File: config.mk
export PLATFORM = sky130hd
export DESIGN_NAME = stli_frac_div
export DESIGN_NICKNAME = d
export VERILOG_FILES = /design/src/hw/rtl/stli_pkg.sv /design/src/hw/rtl/stli_frac_div.sv
export SDC_FILE = /design/constraint.sdc
export NUM_CORES = 1
export LEC_CHECK = 0
export ABC_AREA = 0
export BUFFER_PORTS_ARGS = -buffer_cell sky130_fd_sc_hd__buf_2
export CAP_MARGIN = 20
export CORE_MARGIN = 4
export CORE_UTILIZATION = 35
export DETAILED_ROUTE_END_ITERATION = 12
export PLACE_DENSITY = 0.55
export SYNTH_ARGS = -nofsm -noshare
export SYNTH_HDL_FRONTEND = slang
export SYNTH_SLANG_ARGS = --single-unit
File: constraint.sdc
create_clock -name clock -period 2.8 [get_ports clock]
set_input_delay 0.14 -clock clock [delete_from_list [all_inputs] [get_ports clock]]
set_output_delay 0.14 -clock clock [all_outputs]
set_load 0.03 [all_outputs]
File: src/hw/rtl/stli_pkg.sv
package stli_pkg;

   localparam int DEPTH     = 64;
   localparam int FRAC_BITS = 16;
   localparam int ADDR_W    = $clog2(DEPTH);
   localparam int CNT_W     = $clog2(DEPTH + 1);
   localparam int DIFF_W    = 33;
   localparam int FRAC_W    = FRAC_BITS + 1;
   localparam int PROD_W    = DIFF_W + FRAC_W;
   localparam int STEP_W    = $clog2(FRAC_BITS + 1);

   localparam logic [1:0] KIND_CLEAR  = 2'd0;
   localparam logic [1:0] KIND_APPEND = 2'd1;
   localparam logic [1:0] KIND_QUERY  = 2'd2;

   localparam logic [1:0] STATUS_OK         = 2'd0;
   localparam logic [1:0] STATUS_NOT_LOADED = 2'd1;
   localparam logic [1:0] STATUS_FULL       = 2'd2;

   typedef struct packed {
      logic [1:0]         kind;
      logic signed [31:0] altitude;
      logic signed [31:0] temperature;
      logic signed [31:0] pressure;
      logic signed [31:0] density;
      logic signed [31:0] sound_speed;
   } req_type;

   typedef struct packed {
      logic [1:0]         status;
      logic signed [31:0] result_altitude;
      logic signed [31:0] result_temperature;
      logic signed [31:0] result_pressure;
      logic signed [31:0] result_density;
      logic signed [31:0] result_sound_speed;
   } rsp_type;

   typedef logic [3:0][31:0] vals_type;

   typedef enum logic [3:0] {
      ST_IDLE,
      ST_FIRST,
      ST_LAST,
      ST_SRCH,
      ST_SWAIT,
      ST_RDA,
      ST_RDB,
      ST_PREP,
      ST_DIV,
      ST_MUL,
      ST_ADD,
      ST_EMIT
   } state_type;

endpackage

File: src/hw/rtl/stli_frac_div.sv
module stli_frac_div
   import stli_pkg::*;
(
   input  logic                  clock,
   input  logic                  reset,
   input  logic                  start,
   input  logic [DIFF_W-1:0]     num,
   input  logic [DIFF_W-1:0]     den,
   output logic                  done,
   output logic [FRAC_BITS-1:0]  quot
);

   logic [DIFF_W:0]        rem_ff, rem_in;
   logic [DIFF_W-1:0]      den_ff, den_in;
   logic [FRAC_BITS-1:0]   quot_ff, quot_in;
   logic [STEP_W-1:0]      step_ff, step_in;
   logic                   busy_ff, busy_in;
   logic [DIFF_W:0]        shifted;

   always_comb begin
      shifted = {rem_ff[DIFF_W-1:0], 1'b0};
      rem_in  = rem_ff;
      den_in  = den_ff;
      quot_in = quot_ff;
      step_in = step_ff;
      busy_in = busy_ff;
      if (start) begin
         rem_in  = {1'b0, num};
         den_in  = den;
         step_in = STEP_W'(FRAC_BITS);
         busy_in = 1'b1;
      end else if (busy_ff) begin
         if (shifted >= {1'b0, den_ff}) begin
            rem_in  = shifted - {1'b0, den_ff};
            quot_in = {quot_ff[FRAC_BITS-2:0], 1'b1};
         end else begin
            rem_in  = shifted;
            quot_in = {quot_ff[FRAC_BITS-2:0], 1'b0};
         end
         step_in = step_ff - STEP_W'(1);
         busy_in = (step_ff != STEP_W'(1));
      end
   end

   always_ff @(posedge clock) begin
      if (reset) begin
         busy_ff <= 1'b0;
         step_ff <= '0;
      end else begin
         busy_ff <= busy_in;
         step_ff <= step_in;
      end
      rem_ff  <= rem_in;
      den_ff  <= den_in;
      quot_ff <= quot_in;
   end

   assign done = busy_ff && (step_ff == STEP_W'(1));
   assign quot = quot_in;

endmodule

==> reports/results.tsv <==
stage	metric	value	unit
synthesis	yosys-top-cells-area	edfxtp_1 36%, dfxtp_1 8.0%, ha_1 8.0%, mux2_2 5.8%, a21oi_1 3.6%	
route	antenna_violating_nets_post_route	0	
floorplanning	start_util	35.88	%
route	vias	4666	
clock_network	htreeDepth	3	
setup_path	cp-end-kind	output pin	
route	drtPass1Iterations	5	
run_status	violations	negative setup slack	
setup_path	critPathMaxFanout	5	
synthesis	synth_top_area_share	36.20	%
global_routing	grt.busiest_layer	met2	
synthesis	synthFlopType	edfxtp_1	
place	placed_area	6439	um2
route	remaining_drc_errors	0	
sta	slew_violations	0	
place	dp_hpwl	9981	um
global_routing	grt_pass1_vias	4708	
sta	relSlewSlack	51.87	%
synthesis	synth_top_area_cell	edfxtp_1	
run_status	status	finished with violations	
sta	fin_skew	0.009301	ns
floorplanning	ios	86	
synthesis	syn-num-nets	653	
layout	antennaDiodeCount	0	
clock_network	cts_tree	yes	
clock_network	clk_latency	0.36	ns
layout	nets	822	
setup_path	path_cells	ha_4 -> a21o_1 -> a21oi_2 -> nand3_2 -> a31oi_4 -> o21ai_4 -> a31oi_4 -> buf_6 -> a21oi_4 -> buf_6	
layout	multiInputGateArea	3103	um2
floorplanning	coreArea	15260	um2
setup_path	cp.arrival	2.71	ns
power	power_switching_share	39.31	%
place	gp_congestion	0.8463	
power	power_frac_seq	29.0	%
floorplanning	rows	45	
synthesis	yosysSeqAreaShare	44.24	%
setup_path	critical_path_class	register to output pin	
power	power.switching	2.587	mW
worst_hold_path	holdPathStages	2	
setup_path	max_stage_delay	0.45	ns
floorplanning	die-area	17710	um2
setup_path	critPathBufInv	2	
sta	fmax	350.3	MHz
setup_path	slowest_stage	edfxtp_1	
power	clockPowerShare	18.9	%
power	p_leak	3.252	nW
clock_network	cts.clk_slew.worst_paths	0.07	ns
sta	worst_pin_slew	0.7219	ns
layout	fin_area	7584	um2
sta	period_needed	2.855	ns
route	via_per_inst	5.001	
sta	hold_viol_final	0	
setup_path	worst-path-stages	10	
layout	seqCellArea	2422	um2
setup_path	critPathRequiredTime	2.66	ns
power	worst_ir_drop_vdd	0.6275	mV
setup_path	critPathTopFamily	compound AO/OA/AOI/OAI gates	
global_routing	gr-total-overflow	0	
floorplanning	die-width	133.1	um
layout	n_fill_cell	1403	
power	comb_power_share	52.1	%
sta	rsz0062_at_grt	yes	
synthesis	synth-edff-count	66	
clock_network	clock_path_buffers	2	
worst_hold_path	hp-class	input port to register	
global_routing	grt_max_degree	60	
layout	final_layout_size_suffix_gt1_share	36.15	%
sta	layout_setup_ws	-0.05492	ns
synthesis	yosys_warnings	0	
synthesis	ys_seq_elements	88	
sta	finalSetupViolCount	7	
clock_network	cts_buffers	9	
floorplanning	dieHeight	133.1	um
power	power.density	867.8	nW/um2
clock_network	cts-root-buf	clkbuf_16	
layout	instances_no_fill	933	
synthesis	syn_area_per_cell	9.991	um2
global_routing	grt_pass1_wl	22480	um
synthesis	synth_area	5475	um2
route	wire_per_inst	14.95	um
sta	finalCritPeriodShare	102.0	%
place	dp.cells	870	
route	wl	13950	um
flow_run	drv_cap	0	
place	portBuffers	85	
setup_path	start_kind	register	
layout	syn_to_final_growth	38.51	%
global_routing	grt_antenna_before_repair	1	
synthesis	synth.distinct_cells	57	
clock_network	numClockSinks	88	
setup_path	r2r_cells	12	
global_routing	use_met3	4.106	%
synthesis	async_flop_share	0	%
power	internal-power	3.994	mW
route	drt_iter0_markers	203	
global_routing	use_met1	20.48	%
global_routing	track_usage	15.46	%
global_routing	met2_usage	25.06	%
synthesis	synthCells	548	
## cells in the final DEF (no fill, tap or decap), types with 6 or more instances in the layout
cell type      count
buf_2             84
edfxtp_1          66
buf_4             57
inv_1             46
nand2_1           39
a21oi_1           34
dlygate4sd3_1     33
nor2_1            27
ha_1              25
mux2_2            23
dfxtp_1           22
o21ai_0           17
a21o_1            15
xnor2_1           15
xor2_1            14
nor3_1            13
o21ai_1           12
clkbuf_16         11
o21a_1            10
and3_1             8
nand2b_1           8
a21oi_2            7
nand3_1            7
nand2_2            6
nor2_2             6
ha_4               6
## per-layer routing
| layer | vias to the layer above | share of wire, % |
|---|---|---|
| li1 | 2331 | - |
| met1 | 2218 | 47 |
| met2 | 100 | 47 |
| met3 | 15 | 4.8 |
| met4 | 2 | 1.1 |
| met5 | - | 0.093 |
## power groups by stage
stage                     Clock, mW  Sequential (mW)  Combinational, mW
after floorplan                   0             1.87               2.06
after global placement            0             1.90               2.87
after detailed placement          0             1.91               2.91
after CTS                      1.29             1.89               3.13
after global routing           1.35             1.94               3.75
final                          1.24             1.91               3.43
## timing repair
item,CTS,global route
buffers inserted,8,4
resized for setup,33,54
pin swaps,10,23
endpoints found under the setup margin,22,33
hold buffers,33,0
hold endpoints to repair,33,0
gates cloned,0,2
## final timing paths
kind | from | end | slack, ns
worst max register to register | rem_ff[3]$_DFFE_PP_ | rem_ff[32]$_DFFE_PP_ | -0.03
worst min register to register | quot_ff[15]$_DFF_P_ | quot_ff[15]$_DFF_P_ | 0.49
worst min-delay path | reset | step_ff[4]$_SDFFE_PP0P_ | 0.01
worst max-delay path | rem_ff[3]$_DFFE_PP_ | quot[0] | -0.05
## logic make-up after synthesis
kind of cell	count (synthesis)	synth area share (%)
simple gates	136	11.72
compound gates	154	18.99
buf+inv	72	5.370
mux	33	6.673
fa+ha+maj	36	8.364
flops	88	44.24
xor+xnor	29	4.639
## cell usage after synthesis, types with 7 or more instances
| cell type | count |
|---|---|
| nand2_1 | 44 |
| o21ai_0 | 30 |
| nand2b_1 | 9 |
| nor3_1 | 14 |
| o21a_1 | 10 |
| nor2_1 | 33 |
| ha_1 | 35 |
| a21oi_1 | 39 |
| and3_1 | 8 |
| xnor2_1 | 15 |
| a211oi_1 | 10 |
| buf_2 | 13 |
| dfxtp_1 | 22 |
| edfxtp_1 | 66 |
| a21o_1 | 15 |
| nand3_1 | 9 |
| mux2_2 | 28 |
| o31ai_1 | 7 |
| clkbuf_1 | 9 |
| inv_1 | 47 |
| xor2_1 | 14 |
## final cells by class
cell class,count,share of cell area (%)
inverter,48,2.376
sequential,88,31.94
clock buffer,9,2.970
tap,211,3.481
multi-input combinational,388,40.92
timing repair buffer,182,17.21
clock inverter,7,1.105
## sequential cells by signal, indices dropped and copies added, names as in the netlist
| signal | cells |
|---|---|
| rem_ff | 33 |
| step_ff | 5 |
| den_ff | 33 |
| busy_ff | 1 |
| quot_ff | 16 |
## through the flow
step | worst slack [ns] | TNS, ns | hold slack [ns] | utilization [%] | power [mW]
floorplan | 0.04338 | 0 | 0.2091 | - | 3.926
global placement | -0.04765 | -0.2303 | 0.3159 | 42.20 | 4.776
detailed placement | -0.04333 | -0.2068 | 0.3181 | 42.20 | 4.818
CTS | -0.08131 | -0.4232 | 0.003235 | 47.74 | 6.308
global route | -0.1888 | -3.215 | 0.01661 | 49.70 | 7.042
finish | -0.05492 | -0.1331 | 0.01419 | 49.70 | 6.581
Note: power is estimated with default switching activity, not from simulation.
